`config.mk`:
```
export PLATFORM = sky130hd
export DESIGN_NAME = rle_pattern_encoder_top
export DESIGN_NICKNAME = d
export VERILOG_FILES = /design/src/rle_enc_pkg.sv /design/src/rle_enc_outq.sv /design/src/rle_pattern_encoder_top.sv
export SDC_FILE = /design/constraint.sdc
export NUM_CORES = 1
export LEC_CHECK = 0
export ABC_AREA = 1
export BUFFER_PORTS_ARGS = -buffer_cell sky130_fd_sc_hd__buf_2
export CAP_MARGIN = 20
export CORE_UTILIZATION = 50
export CTS_CLUSTER_SIZE = 25
export DETAILED_ROUTE_END_ITERATION = 8
export PLACE_DENSITY = 0.72
export SYNTH_ARGS = -nofsm -noshare
export SYNTH_HDL_FRONTEND = slang
export SYNTH_SLANG_ARGS = --single-unit
```
`constraint.sdc`:
```
create_clock -name i_clk -period 5.88 [get_ports i_clk]
set_input_delay 0 -clock i_clk [delete_from_list [all_inputs] [get_ports i_clk]]
set_output_delay 0 -clock i_clk [all_outputs]
set_load 0.05 [all_outputs]
```
`src/rle_enc_pkg.sv`:
```
// Shared constants for the multi-byte symbol run-length encoder.
package rle_enc_pkg;

    localparam int unsigned BYTE_W  = 8;
    localparam int unsigned COUNT_W = 8;
    localparam int unsigned LEN_W   = 4;

    // longest run one record may carry
    localparam logic [COUNT_W-1:0] RUN_LIMIT = 8'd255;

    // register map (index = byte address / 4)
    typedef enum logic {
        REG_PATTERN_LENGTH = 1'b0,
        REG_UNUSED         = 1'b1
    } t_cfg_reg;

    localparam logic [LEN_W-1:0] PATTERN_LENGTH_RESET = 4'd1;

    // push side of the result queue
    typedef struct packed {
        logic push0;
        logic push1;
    } t_push_ctl;

endpackage

```
`src/rle_enc_outq.sv`:
```
// Four-entry result queue taking up to two records per cycle.
module rle_enc_outq
    import rle_enc_pkg::*;
#(
    parameter int DATA_W = 73
) (
    input  logic              i_clk,
    input  logic              i_rst_n,
    input  t_push_ctl         i_push,
    input  logic [DATA_W-1:0] i_data0,
    input  logic [DATA_W-1:0] i_data1,
    output logic              o_room2,
    output logic              o_valid,
    input  logic              i_ready,
    output logic [DATA_W-1:0] o_data
);

    localparam int DEPTH = 4;
    localparam int PTR_W = 2;
    localparam int CNT_W = 3;

    logic [DATA_W-1:0] r_mem [DEPTH];
    logic [PTR_W-1:0]  r_wptr, n_wptr;
    logic [PTR_W-1:0]  r_rptr, n_rptr;
    logic [CNT_W-1:0]  r_count, n_count;
    logic              pop;
    logic [CNT_W-1:0]  n_push;

    assign pop     = o_valid && i_ready;
    assign o_valid = (r_count != '0);
    assign o_data  = r_mem[r_rptr];
    // room for two records, ignoring a pop in the same cycle
    assign o_room2 = (r_count <= CNT_W'(DEPTH - 2));

    always_comb begin
        n_push  = CNT_W'(i_push.push0) + CNT_W'(i_push.push1);
        n_wptr  = r_wptr + PTR_W'(n_push);
        n_rptr  = r_rptr + PTR_W'(pop);
        n_count = r_count + n_push - CNT_W'(pop);
    end

    always_ff @(posedge i_clk) begin
        if (!i_rst_n) begin
            r_wptr  <= '0;
            r_rptr  <= '0;
            r_count <= '0;
        end else begin
            r_wptr  <= n_wptr;
            r_rptr  <= n_rptr;
            r_count <= n_count;
        end
    end

    always_ff @(posedge i_clk) begin
        if (i_push.push0) begin
            r_mem[r_wptr] <= i_data0;
        end
        if (i_push.push1) begin
            r_mem[r_wptr + PTR_W'(1)] <= i_data1;
        end
    end

endmodule

```
`src/rle_pattern_encoder_top.sv`:
```
// Top level of the multi-byte symbol run-length encoder.
// A record is registered into the result queue when the byte that closes it is accepted.
// Throughput: one byte per cycle while o_ready is high; compare, count update and queue push act on the accepted byte.
// A byte may emit two records (run close plus end of stream); the 4-entry result
// queue absorbs them, and o_ready drops only while more than two records wait.
// Reset (synchronous, active low): no symbol held, run and fill cleared, group bytes
// zeroed, pattern_length = 1, result queue empty. No clearing pass.
module rle_pattern_encoder_top
    import rle_enc_pkg::*;
#(
    parameter int P_MAX_BYTES = 8
) (
    input  logic                       i_clk,
    input  logic                       i_rst_n,
    // byte stream in
    input  logic                       i_valid,
    output logic                       o_ready,
    input  logic [BYTE_W-1:0]          i_in_byte,
    input  logic                       i_end_of_stream,
    // records out
    output logic                       o_valid,
    input  logic                       i_ready,
    output logic [COUNT_W-1:0]         o_run_count,
    output logic [BYTE_W*P_MAX_BYTES-1:0] o_run_pattern,
    output logic                       o_final_run,
    // configuration
    input  logic                       psel,
    input  logic                       penable,
    input  logic                       pwrite,
    input  logic [2:0]                 paddr,
    input  logic [31:0]                pwdata,
    output logic [31:0]                prdata,
    output logic                       pready
);

    localparam int PAT_W = BYTE_W * P_MAX_BYTES;
    localparam int IDX_W = (P_MAX_BYTES > 1) ? $clog2(P_MAX_BYTES) : 1;
    localparam int REC_W = COUNT_W + PAT_W + 1;

    // ------------------------------------------------------------------
    // Configuration register
    // ------------------------------------------------------------------
    logic [LEN_W-1:0] r_pattern_length;
    logic             cfg_wr;
    t_cfg_reg         cfg_sel;

    assign pready  = 1'b1;
    assign cfg_wr  = psel && penable && pwrite && pready;
    assign cfg_sel = t_cfg_reg'(paddr[2]);

    always_ff @(posedge i_clk) begin
        if (!i_rst_n) begin
            r_pattern_length <= PATTERN_LENGTH_RESET;
        end else if (cfg_wr && (cfg_sel == REG_PATTERN_LENGTH)) begin
            r_pattern_length <= pwdata[LEN_W-1:0];
        end
    end

    always_comb begin
        unique case (cfg_sel)
            REG_PATTERN_LENGTH: prdata = {{(32-LEN_W){1'b0}}, r_pattern_length};
            default:            prdata = '0;
        endcase
    end

    // ------------------------------------------------------------------
    // Encoder state
    // ------------------------------------------------------------------
    logic [BYTE_W-1:0]  r_group [P_MAX_BYTES];   // bytes of the group being filled
    logic [BYTE_W-1:0]  r_held  [P_MAX_BYTES];   // symbol of the open run, no reset
    logic [IDX_W-1:0]   r_fill;
    logic [COUNT_W-1:0] r_run;
    logic               r_have;

    logic [BYTE_W-1:0]  n_group [P_MAX_BYTES];
    logic [BYTE_W-1:0]  sym     [P_MAX_BYTES];
    logic [IDX_W-1:0]   n_fill;
    logic [COUNT_W-1:0] n_run;
    logic               n_have;
    logic               load_held;

    logic               accept;
    logic [LEN_W-1:0]   eff_len;
    logic [LEN_W-1:0]   next_pos;
    logic               complete;
    logic               match;
    logic               restart;
    logic [COUNT_W-1:0] run_after;
    logic [PAT_W-1:0]   held_flat;
    logic [PAT_W-1:0]   held_after;
    logic [PAT_W-1:0]   sym_flat;

    t_push_ctl          push;
    logic [REC_W-1:0]   rec_close;
    logic [REC_W-1:0]   rec_final;
    logic [REC_W-1:0]   q_data0;
    logic               q_room2;
    logic [REC_W-1:0]   q_out;

    assign o_ready = q_room2;
    assign accept  = i_valid && o_ready;

    // length 0 acts as 1, anything past the maximum acts as the maximum
    always_comb begin
        if (r_pattern_length == '0) begin
            eff_len = LEN_W'(1);
        end else if (r_pattern_length > LEN_W'(P_MAX_BYTES)) begin
            eff_len = LEN_W'(P_MAX_BYTES);
        end else begin
            eff_len = r_pattern_length;
        end
    end

    assign next_pos = LEN_W'(r_fill) + LEN_W'(1);
    assign complete = (next_pos >= eff_len) || i_end_of_stream;

    // drop the byte into the group, mask the symbol, compare with the held one
    always_comb begin
        match = 1'b1;
        for (int i = 0; i < P_MAX_BYTES; i++) begin
            n_group[i] = (IDX_W'(i) == r_fill) ? i_in_byte : r_group[i];
            sym[i]     = (LEN_W'(i) < eff_len) ? n_group[i] : '0;
            if ((LEN_W'(i) < eff_len) && (n_group[i] != r_held[i])) begin
                match = 1'b0;
            end
            held_flat[i*BYTE_W +: BYTE_W] = r_held[i];
            sym_flat[i*BYTE_W +: BYTE_W]  = sym[i];
        end
    end

    // Closing record: symbol changed, or the run is full and repeats again.
    // In both cases the record carries the current count and held symbol.
    always_comb begin
        load_held  = complete && (!r_have || !match);
        restart    = load_held || (r_run >= RUN_LIMIT);
        run_after  = restart ? COUNT_W'(1) : r_run + COUNT_W'(1);
        held_after = load_held ? sym_flat : held_flat;

        push.push0 = 1'b0;
        push.push1 = 1'b0;
        if (accept) begin
            if (complete && r_have && (!match || (r_run >= RUN_LIMIT))) begin
                push.push0 = 1'b1;
                push.push1 = i_end_of_stream;
            end else begin
                push.push0 = i_end_of_stream;
            end
        end

        rec_close = {r_run, held_flat, 1'b0};
        rec_final = {run_after, held_after, 1'b1};
        q_data0   = (complete && r_have && (!match || (r_run >= RUN_LIMIT)))
                    ? rec_close : rec_final;

        // next state
        n_fill = r_fill;
        n_run  = r_run;
        n_have = r_have;
        if (accept) begin
            if (complete) begin
                n_fill = '0;
                n_run  = run_after;
                n_have = 1'b1;
            end else begin
                n_fill = r_fill + IDX_W'(1);
            end
            // end of stream: run delivered, next byte opens a new stream
            if (i_end_of_stream) begin
                n_fill = '0;
                n_run  = '0;
                n_have = 1'b0;
            end
        end
    end

    always_ff @(posedge i_clk) begin
        if (!i_rst_n) begin
            r_fill <= '0;
            r_run  <= '0;
            r_have <= 1'b0;
            for (int i = 0; i < P_MAX_BYTES; i++) begin
                r_group[i] <= '0;
            end
        end else begin
            r_fill <= n_fill;
            r_run  <= n_run;
            r_have <= n_have;
            if (accept) begin
                for (int i = 0; i < P_MAX_BYTES; i++) begin
                    r_group[i] <= n_group[i];
                end
            end
        end
    end

    always_ff @(posedge i_clk) begin
        if (accept && load_held) begin
            for (int i = 0; i < P_MAX_BYTES; i++) begin
                r_held[i] <= sym[i];
            end
        end
    end

    // ------------------------------------------------------------------
    // Result queue
    // ------------------------------------------------------------------
    rle_enc_outq #(
        .DATA_W (REC_W)
    ) u_outq (
        .i_clk   (i_clk),
        .i_rst_n (i_rst_n),
        .i_push  (push),
        .i_data0 (q_data0),
        .i_data1 (rec_final),
        .o_room2 (q_room2),
        .o_valid (o_valid),
        .i_ready (i_ready),
        .o_data  (q_out)
    );

    assign o_run_count   = q_out[REC_W-1 -: COUNT_W];
    assign o_run_pattern = q_out[PAT_W:1];
    assign o_final_run   = q_out[0];

    // ------------------------------------------------------------------
    // Assertions
    // ------------------------------------------------------------------
    // every end-of-stream transaction yields at least one record
    a_eos_emits: assert property (@(posedge i_clk) disable iff (!i_rst_n)
        (accept && i_end_of_stream) |-> push.push0)
        else $error("end of stream produced no record");

    // end of stream leaves the encoder with no open run
    a_eos_clears: assert property (@(posedge i_clk) disable iff (!i_rst_n)
        (accept && i_end_of_stream) |=> (!r_have && r_run == '0 && r_fill == '0))
        else $error("state not cleared after end of stream");

    // an open run always counts at least one symbol
    a_run_nonzero: assert property (@(posedge i_clk) disable iff (!i_rst_n)
        r_have |-> (r_run != '0))
        else $error("open run with zero count");

    // a second record only accompanies a first one
    a_push_order: assert property (@(posedge i_clk) disable iff (!i_rst_n)
        push.push1 |-> (push.push0 && i_end_of_stream))
        else $error("second record without close and end of stream");

endmodule
```
---- Word-level counts from Yosys, hierarchy flattened ----
Memories as Yosys holds them, arrays and structs flattened. A register that Yosys moved wholly into a read port is not among the register bits.
Index checks and enable logic that the tools add are counted.
operators by class
  $lt $le $gt $ge ......................... 12
  equal/unequal tests ..................... 15
  bitwise operators ....................... 9
  $add $sub $neg .......................... 9
  reductions and logical operators ........ 28
  multiplexer cells ....................... 58
operator list
  operator                                                   count
  2-to-1 mux 8 bit                                           27
  2-to-1 mux 73 bit                                          1
  2-to-1 mux 64 bit                                          1
  != test 8 bit                                              8
  2-to-1 mux 1 bit                                           22
  logical AND 1 bit                                          17
  less-than comparator 3 x 4 -> 1 bit, first input constant  4
  == test 3 bit, first input constant                        4
  2-to-1 mux 4 bit                                           3
  adder 8 x 1 -> 8 bit, second input constant                1
  >= comparator 8 bit, second input constant                 1
  less-than comparator 1 x 4 -> 1 bit, first input constant  2
  less-than comparator 2 x 4 -> 1 bit, first input constant  2
  bitwise OR 1 bit                                           8
  == test 2 x 3 -> 1 bit, first input constant               2
  2-to-1 mux 3 bit                                           2
  adder 3 x 1 -> 4 bit, second input constant                1
  >= comparator 4 bit                                        1
  > comparator 4 bit, second input constant                  1
  zero test 4 bit                                            1
  logical OR 1 bit                                           4
  2-to-1 mux 2 bit                                           2
  adder 3 x 1 -> 3 bit, second input constant                1
  adder 3 bit                                                1
  other kinds (13)                                           14
word-level totals
  memories kept ........................... 3
  RAM bits ................................ 420
  logic and storage cells ................. 141
  bits in registers ....................... 23
memories
  memory        depth  width  rd ports  clocked after Yosys merged registers in  write ports  RTL line                       text
  u_outq.r_mem  4      73     1         1                                        2            rle_enc_outq.sv:22             logic [DATA_W-1:0] r_mem [DEPTH];
  r_group       8      8      8         0                                        8            rle_pattern_encoder_top.sv:69  logic [BYTE_W-1:0] r_group [P_MAX_BYTES];
  r_held        8      8      8         0                                        8            rle_pattern_encoder_top.sv:70  logic [BYTE_W-1:0] r_held [P_MAX_BYTES];

---- Logic depth before layout (Yosys ltp) ----
Gate-level depths: netlist of the first run.
  depth in word-level cells ............... 21
  depth in mapped cells ................... 28
  gate-level depth less buffers ........... 26

---- Modules after synthesis ----
Synthesis of the first run repeated with hierarchy kept, for this count alone.
unflattened totals
  cell total of the unflattened synthesis .. 3131
  area, all modules ....................... 25140.4 um^2
by module, submodules not included
  module                   cells each  seq. area each (um^2)  times used  area an instance (um^2)
  rle_enc_outq             1633        8908.5                 1           14978.1
  rle_pattern_encoder_top  1498        4164.0                 1           10162.2

---- Least setup slack after synthesis of the first run ----
OpenSTA, ideal clock, no wires.
  path kind ............................... reg-to-reg
  from .................................... register r_pattern_length[3]
  to ...................................... memory u_outq.r_mem[1][10], enable pin
  arrival time ............................ 3781 ps
  library setup time ...................... 746 ps
  required time ........................... 5134 ps
  stages on the path, launching flop included .. 20
  path slack .............................. 1353 ps
  path through ............................ dfxtp_1 nor2_2 inv_1 nor2_2 inv_1 o21ai_0 ha_1 inv_1 a21boi_0 o21a_1 o21ai_0 nand3_1 nand2_1 inv_1 nand2_2 nand2_1 nand2_1 inv_1 nand2_1 nand2_1
RTL lines
  what                      RTL line                       text
  start: declaration        rle_pattern_encoder_top.sv:43  logic [LEN_W-1:0] r_pattern_length;
  start signal: assignment  rle_pattern_encoder_top.sv:55  r_pattern_length <= pwdata[LEN_W-1:0];
  end: declaration          rle_enc_outq.sv:22

==> results of run 1 <==
-- layer usage --
metal | share of wire, % | up-vias | track usage (%)
li1 | - | 10400 | -
met5 | 0.034 | - | 0
met1 | 40 | 9946 | 37.4
met2 | 47 | 968 | 46.6
met3 | 9.7 | 145 | 5.13
met4 | 3.0 | 4 | 11.3
-- cell families (layout without fill, tap and decap cells) --
kind of cell    after synthesis  after routing
compound gates              270            270
flops                       443            443
fa+ha+maj                    18             18
other cells                   2             32
simple gates               2024           2024
xor+xnor                      9              9
buf+inv                     481            514
-- how the worst max path moves through the flow --
stage                                           startpoint                            end  slack (ns)
after global placement    r_pattern_length[3]$_SDFFE_PN0P_  u_outq.r_mem[0][28]$_DFFE_PP_        0.99
after global routing      r_pattern_length[3]$_SDFFE_PN0P_  u_outq.r_mem[0][38]$_DFFE_PP_        0.46
after floorplan           r_pattern_length[3]$_SDFFE_PN0P_  u_outq.r_mem[1][10]$_DFFE_PP_        1.35
after detailed placement  r_pattern_length[3]$_SDFFE_PN0P_  u_outq.r_mem[0][28]$_DFFE_PP_        0.92
after CTS                 r_pattern_length[3]$_SDFFE_PN0P_  u_outq.r_mem[0][38]$_DFFE_PP_        0.86
final                     r_pattern_length[3]$_SDFFE_PN0P_  u_outq.r_mem[0][33]$_DFFE_PP_        0.82
-- synth_stat cells (all sizes together) --
cell type / count
a21boi: 2
o21ai: 171
nand2: 1345
nor2: 341
edfxtp: 416
buf: 107
o21a: 1
nand3: 259
a21oi: 17
ha: 17
dfxtp: 27
and2: 64
conb: 2
xor2: 7
clkinv: 7
nor3: 3
nand4: 11
inv: 274
xnor2: 2
and3: 1
o22ai: 76
clkbuf: 93
fa: 1
o211ai: 3
-- state kept, by name, summed over array words and instances, names as in the netlist, 3 cells and up --
register          cells
u_outq.r_count        3
r_pattern_length      4
r_group              64
u_outq.r_mem        292
r_run                 8
r_fill                3
r_held               64
-- power breakdown --
| group | leakage [uW] | switching, uW | internal (uW) |
|---|---|---|---|
| combinational | 0.00733 | 3160 | 871 |
| clock | 0.000733 | 1270 | 1740 |
| sequential | 0.00416 | 195 | 3910 |
-- worst register-to-register path, stage by stage, from the launching register on --
cell      delay, ns
dfxtp_1        0.35
nor2_2         0.11
buf_4          0.20
inv_1          0.10
nor2_2         0.38
inv_1          0.11
o21ai_0        0.10
ha_1           0.25
inv_1          0.05
a21boi_0       0.07
o21a_1         0.16
o21ai_0        0.27
nand3_2        0.37
nand2_1        0.16
inv_1          0.06
nand2_2        0.29
nand2_1        0.16
nand3_1        0.48
inv_2          0.45
buf_4          0.47
nand2_1        0.17
nand2_1        0.06
-- area by class of cell --
cell class              count  area [sq um]  share of cell area, %
well taps                 664           831                   3.02
clock inverters            21           216                  0.786
diodes                      3          7.51                 0.0273
flip-flops and latches    443         13000                   47.4
multi-input cells        2350         10100                   36.7
clock buffers              64          1310                   4.77
repair buffers            148           958                   3.48
inverters                 281          1060                   3.86
-- stage by stage --
step	cells	power [uW]
final	3974	11200
after global routing	3971	11600
after CTS	3971	11200
after detailed placement	3873	8180
after global placement	3873	8140
after floorplan	3274	7080
-- layout by cell type (no fill, tap or decap), types with 4 or more instances in the layout --
cell type | synthesis | routed
clkinvlp_4 | 0 | 4
inv_2 | 14 | 15
o22ai_1 | 76 | 76
nor2_4 | 0 | 4
conb_1 | 2 | 29
buf_12 | 0 | 5
ha_1 | 17 | 17
buf_2 | 57 | 99
inv_1 | 259 | 257
nand3_1 | 259 | 257
buf_4 | 34 | 31
nand2_4 | 0 | 4
clkinv_2 | 0 | 5
o21ai_1 | 10 | 10
clkbuf_16 | 0 | 49
dfxtp_1 | 27 | 25
dlygate4sd3_1 | 0 | 13
clkbuf_1 | 91 | 12
xor2_1 | 7 | 7
nor2_1 | 339 | 335
nand2_2 | 5 | 6
nand4_1 | 11 | 11
bufinv_16 | 0 | 4
a21oi_1 | 17 | 17
clkinv_1 | 7 | 13
edfxtp_1 | 416 | 416
nand2_1 | 1340 | 1335
o21ai_0 | 158 | 158
and2_1 | 64 | 64
==> results.py, run 1 <==
metrics = {
    "routing": {
        "drc": 0,
        "ant_nets": 0,
        "wl_per_cell_um": 18.0,
        "wl_um": 71600,
        "vias_per_cell": 5.41,
        "vias": 21500,
        "drt_iter0_markers": 2175,
        "first_pass_iters": 5,
    },
    "sta": {
        "fin_skew_ns": 0.0305,
        "rsz0062_at_grt": "no",
        "min_period_over_period_pct": 86.1,
        "tightestPinTransition_ns": 1.03,
        "slew_viol_final": 0,
        "fin_tns_setup_ns": 0,
        "finalSetupViolations": 0,
        "hold_viol_final": 0,
        "fmax_mhz": 198,
        "setup_ws_ns": 0.818,
        "hold-worst-slack_ns": 0.0596,
        "max_slew_margin_pct": 31.4,
        "layout_min_cycle_time_ns": 5.06,
    },
    "grt": {
        "grt_pass1_vias": 20600,
        "grt_start_max_net_pins": 120,
        "grt_pass1_wl_um": 112000,
        "grt.total_usage_pct": 28.5,
        "overflow": 0,
        "antenna_found_initial": 5,
    },
    "setup_path": {
        "crit_arrival_ns": 5.38,
        "worstSetupStartpointType": "flip-flop",
        "r2r-start": "r_pattern_length[3]$_SDFFE_PN0P_",
        "cpMaxStageDelayCell": "nand3_1",
        "path_buf_inv": 7,
        "crit_family": "simple AND/OR/NAND/NOR gates",
        "crit_type": "flip-flop to flip-flop",
        "crit_path_max_fanout": 39,
        "crit_path_max_incr_delay_ns": 0.48,
        "reg2regPathDepth": 21,
        "crit_required_ns": 6.20,
        "r2r_slack_ns": 0.82,
        "rr_endpoint": "u_outq.r_mem[0][33]$_DFFE_PP_",
        "cp-end-kind": "flip-flop",
        "crit_cells": 21,
        "path_cells": "nor2_2 > buf_4 > inv_1 > nor2_2 > inv_1 > o21ai_0 > ha_1 > inv_1 > a21boi_0 > o21a_1 > o21ai_0 > nand3_2 > nand2_1 > inv_1 > nand2_2 > nand2_1 > nand3_1 > inv_2 > buf_4 > nand2_1 > nand2_1",
    },
    "synth": {
        "synth_top_family_by_area": "simple AND/OR/NAND/NOR gates",
        "synth-simple-area-share_pct": 32.5,
        "synth_compound_area_share_pct": 5.88,
        "synth_top_cell_area_share_pct": 49.9,
        "muxShareOfSynthArea_pct": 0,
        "yosysWarningCount": 0,
        "synth_xor_area_share_pct": 0.315,
        "synthTopCellsByArea": "edfxtp_1 50%, nand2_1 20%, nand3_1 5.2%",
        "avgSynthCellArea_sq_um": 7.71,
        "synth.cell_area_sq_um": 25000,
        "synth_fa_ha_area_share_pct": 0.930,
        "ys_seq_area_share_pct": 52.1,
        "yosys.area.top_type": "edfxtp_1",
        "synth_cell_types": 34,
        "synthCells": 3247,
        "ys_seq_elements": 443,
    },
    "outcome": {
        "status": "finished clean",
    },
    "die": {
        "die_y_um": 226,
        "coreArea_sq_um": 49200,
        "rows": 81,
        "die-width_um": 226,
        "num_io_pins": 159,
        "initial_core_util_pct": 50.9,
        "die_area_sq_um": 51000,
    },
    "hold_path": {
        "hp-start": "i_ready",
        "hold_path_depth": 5,
        "worstHoldEndpoint": "u_outq.r_rptr[0]$_SDFF_PN0_",
        "hold_class": "input port to flip-flop",
    },
    "clock_network": {
        "postCtsHoldBufs": 13,
        "cts_max_level": 2,
        "clock_path_buffers": 3,
        "cts.clk_slew.worst_paths_ns": 0.06,
        "cts_buffers": 47,
        "clock-sinks": 443,
        "clock-root-buffer": "clkbuf_16",
        "cts_tree": "done",
        "cts_setup_buffers": 0,
        "clk_latency_ns": 0.59,
        "cts.repair.resized": 0,
    },
    "place": {
        "numPortBuffers": 99,
        "dp_hpwl_um": 41100,
        "pre_cts_slack_ns": 0.917,
        "postPlaceCellArea_sq_um": 25900,
        "routabilityCongestion": 0.840,
    },
    "finish": {
        "post-route-cell-area_sq_um": 27500,
        "fin_nets": 3340,
        "fin_util_pct": 56.0,
        "syn2layout_area_growth_pct": 9.94,
        "drive_gt1_share_pct": 7.32,
        "fill_cells": 4469,
    },
    "pwr": {
        "peakVddDrop_v": 0.000302,
        "power.density_nw_per_um2": 405,
        "p_leak_uw": 0.0122,
    },
    "job": {
        "cap_violations": 0,
    },
}
Note: power is estimated with default switching activity, not from simulation.
==> run 2: changes to the inputs <==
--- a/config.mk
+++ b/config.mk
@@ -11,7 +11,7 @@
 export CORE_UTILIZATION = 50
 export CTS_CLUSTER_SIZE = 25
 export DETAILED_ROUTE_END_ITERATION = 8
-export PLACE_DENSITY = 0.72
+export PLACE_DENSITY_LB_ADDON = 0.12
 export SYNTH_ARGS = -nofsm -noshare
 export SYNTH_HDL_FRONTEND = slang
 export SYNTH_SLANG_ARGS = --single-unit
==> run 2 against run 1 <==
Against the previous run:
- register-to-register slack gained 0.02 ns
- clock power is 4% higher
- clock skew fell by 0.012 ns
- die area unchanged
- combinational power is essentially flat
- fmax rose by 0.40%
- hold slack worse by 0.012 ns
==> results.py, run 2 (same netlist as run 1, synthesis figures left out) <==
metrics = {
    "outcome": {
        "status": "finished clean",
    },
    "setup_path": {
        "cp-end-kind": "flip-flop",
        "crit_required_ns": 6.17,
        "r2r_slack_ns": 0.84,
        "reg2regPathDepth": 20,
        "r2r-start": "r_fill[0]$_SDFFE_PN0P_",
        "crit_arrival_ns": 5.34,
        "crit_type": "flip-flop to flip-flop",
        "cp-startpoint": "r_fill[0]$_SDFFE_PN0P_",
        "rr_endpoint": "u_outq.r_mem[1][16]$_DFFE_PP_",
        "worstSetupStartpointType": "flip-flop",
        "worstSetupEndpoint": "u_outq.r_mem[1][16]$_DFFE_PP_",
        "crit_path_max_fanout": 47,
    },
    "clock_network": {
        "cts_buffers": 48,
        "clk_latency_ns": 0.59,
        "cts.clk_slew.worst_paths_ns": 0.06,
        "cts.repair.resized": 0,
        "cts_setup_buffers": 0,
        "cts_max_level": 2,
        "clock-root-buffer": "clkbuf_16",
        "clock_path_buffers": 3,
        "clock-sinks": 443,
        "cts_tree": "done",
    },
    "place": {
        "postPlaceCellArea_sq_um": 25900,
        "numPortBuffers": 99,
        "routabilityCongestion": 0.876,
        "pre_cts_slack_ns": 0.963,
        "dp_hpwl_um": 43100,
    },
    "finish": {
        "regMostFlops": "u_outq.r_mem",
        "antenna_cells": 0,
        "drive_gt1_share_pct": 7.30,
        "fill_cells": 4447,
        "largest_reg_flops": 292,
        "post-route-cell-area_sq_um": 27600,
        "fin_nets": 3335,
        "fin_util_pct": 56.1,
        "reg_top3": "u_outq.r_mem x292, r_group x64, r_held x64",
        "final_common_cell": "nand2_1",
        "layout_common_cells": "1335 x nand2_1, 416 x edfxtp_1, 335 x nor2_1",
        "syn2layout_area_growth_pct": 10.2,
    },
    "sta": {
        "fin_tns_setup_ns": 0,
        "slew_viol_final": 0,
        "rsz0062_at_grt": "no",
        "tightestPinTransition_ns": 1.11,
        "setup_ws_ns": 0.838,
        "finalSetupViolations": 0,
        "max_slew_margin_pct": 25.8,
        "hold-worst-slack_ns": 0.0477,
        "hold_viol_final": 0,
        "fin_skew_ns": 0.0189,
        "layout_min_cycle_time_ns": 5.04,
        "fmax_mhz": 198,
        "min_period_over_period_pct": 85.7,
    },
    "grt": {
        "grt_pass1_vias": 20700,
        "grt_pass1_wl_um": 115000,
        "overflow": 0,
        "grt_start_max_net_pins": 98,
        "grt.total_usage_pct": 29.4,
        "antenna_found_initial": 2,
    },
    "routing": {
        "drt_iter0_markers": 2545,
        "first_pass_iters": 5,
        "drc": 0,
        "wl_per_cell_um": 19.0,
        "vias_per_cell": 5.55,
        "vias": 22000,
        "wl_um": 75400,
        "ant_nets": 0,
    },
    "die": {
        "initial_core_util_pct": 50.9,
        "rows": 81,
        "die-width_um": 226,
        "die_area_sq_um": 51000,
        "num_io_pins": 159,
        "die_y_um": 226,
        "coreArea_sq_um": 49200,
    },
    "pwr": {
        "p_leak_uw": 0.0124,
        "power.density_nw_per_um2": 409,
        "peakVddDrop_v": 0.000347,
    },
    "hold_path": {
        "hold_class": "input port to flip-flop",
    },
    "job": {
        "cap_violations": 0,
    },
}
## run 2: cell count changes in the layout (fill, tap and decap cells not counted), sizes merged, moves of 2 or more
cell / before / now
dlygate4sd3: 13 / 9
bufinv: 4 / 6
diode: 3 / 0
clkinvlp: 4 / 2
buf: 135 / 133
clkinv: 19 / 23
## run 2: final cells by class
| cell class | instances | area, sq um | share of cell area (%) |
|---|---|---|---|
| Sequential cell | 443 | 13000 | 47.3 |
| Inverter | 281 | 1060 | 3.85 |
| Clock buffer | 63 | 1330 | 4.82 |
| Multi-Input combinational cell | 2350 | 10100 | 36.6 |
| Timing Repair Buffer | 142 | 966 | 3.50 |
| Clock inverter | 24 | 264 | 0.957 |
| Tap cell | 664 | 831 | 3.01 |
## run 2: repair_timing
action                     CTS  global route
hold buffers                 9             0
hold endpoints to repair    17             0
setup endpoints to repair    0             0
## run 2: routing by layer
metal	share of wire (%)	track usage, %	vias up
met4	3.1	11.7	2
met1	42	39.5	10400
met3	9.4	4.97	178
met2	46	47.4	1029
li1	-	-	10400
met5	0.023	0	-
## run 2: worst max-delay path, cell delays in order (launching register included)
cell,delay (ns)
dfxtp_1,0.47
ha_1,0.25
ha_1,0.47
clkinv_1,0.39
nand2_1,0.18
nand3_1,0.09
nand2_1,0.07
nand2_1,0.06
nor2_1,0.14
nand2_1,0.14
nand2_1,0.09
nand3_1,0.07
nor2_1,0.27
nand3_1,0.13
nand2_2,0.28
nand2_1,0.14
nand2_1,0.22
inv_1,0.11
nand2_1,0.35
nand2_4,0.40
buf_12,0.35
## run 2: stage by stage
step	cells	total power (uW)
floorplan	3274	7080
global placement	3869	8120
detailed placement	3869	8180
CTS	3965	11300
global route	3967	11800
finish	3967	11300
## run 2: where the power goes
group,internal [uW],switching (uW)
sequential,3910,224
combinational,881,3140
clock,1850,1270
total,6640,4630
## run 2: how the worst min path moves through the flow
stage | from | endpoint | slack, ns | cells after the start
4_1_cts | i_in_byte[5] | r_held[0][5]$_DFFE_PP_ | 0.009 | 3
2_1_floorplan | pwdata[0] | r_pattern_length[0]$_SDFFE_PN1P_ | 0.13 | 2
3_5_place_dp | pwdata[0] | r_pattern_length[0]$_SDFFE_PN1P_ | 0.29 | 3
5_1_grt | i_in_byte[5] | r_held[0][5]$_DFFE_PP_ | 0.06 | 3
3_3_place_gp | pwdata[0] | r_pattern_length[0]$_SDFFE_PN1P_ | 0.29 | 3
6_report | i_in_byte[5] | r_held[0][5]$_DFFE_PP_ | 0.05 | 3
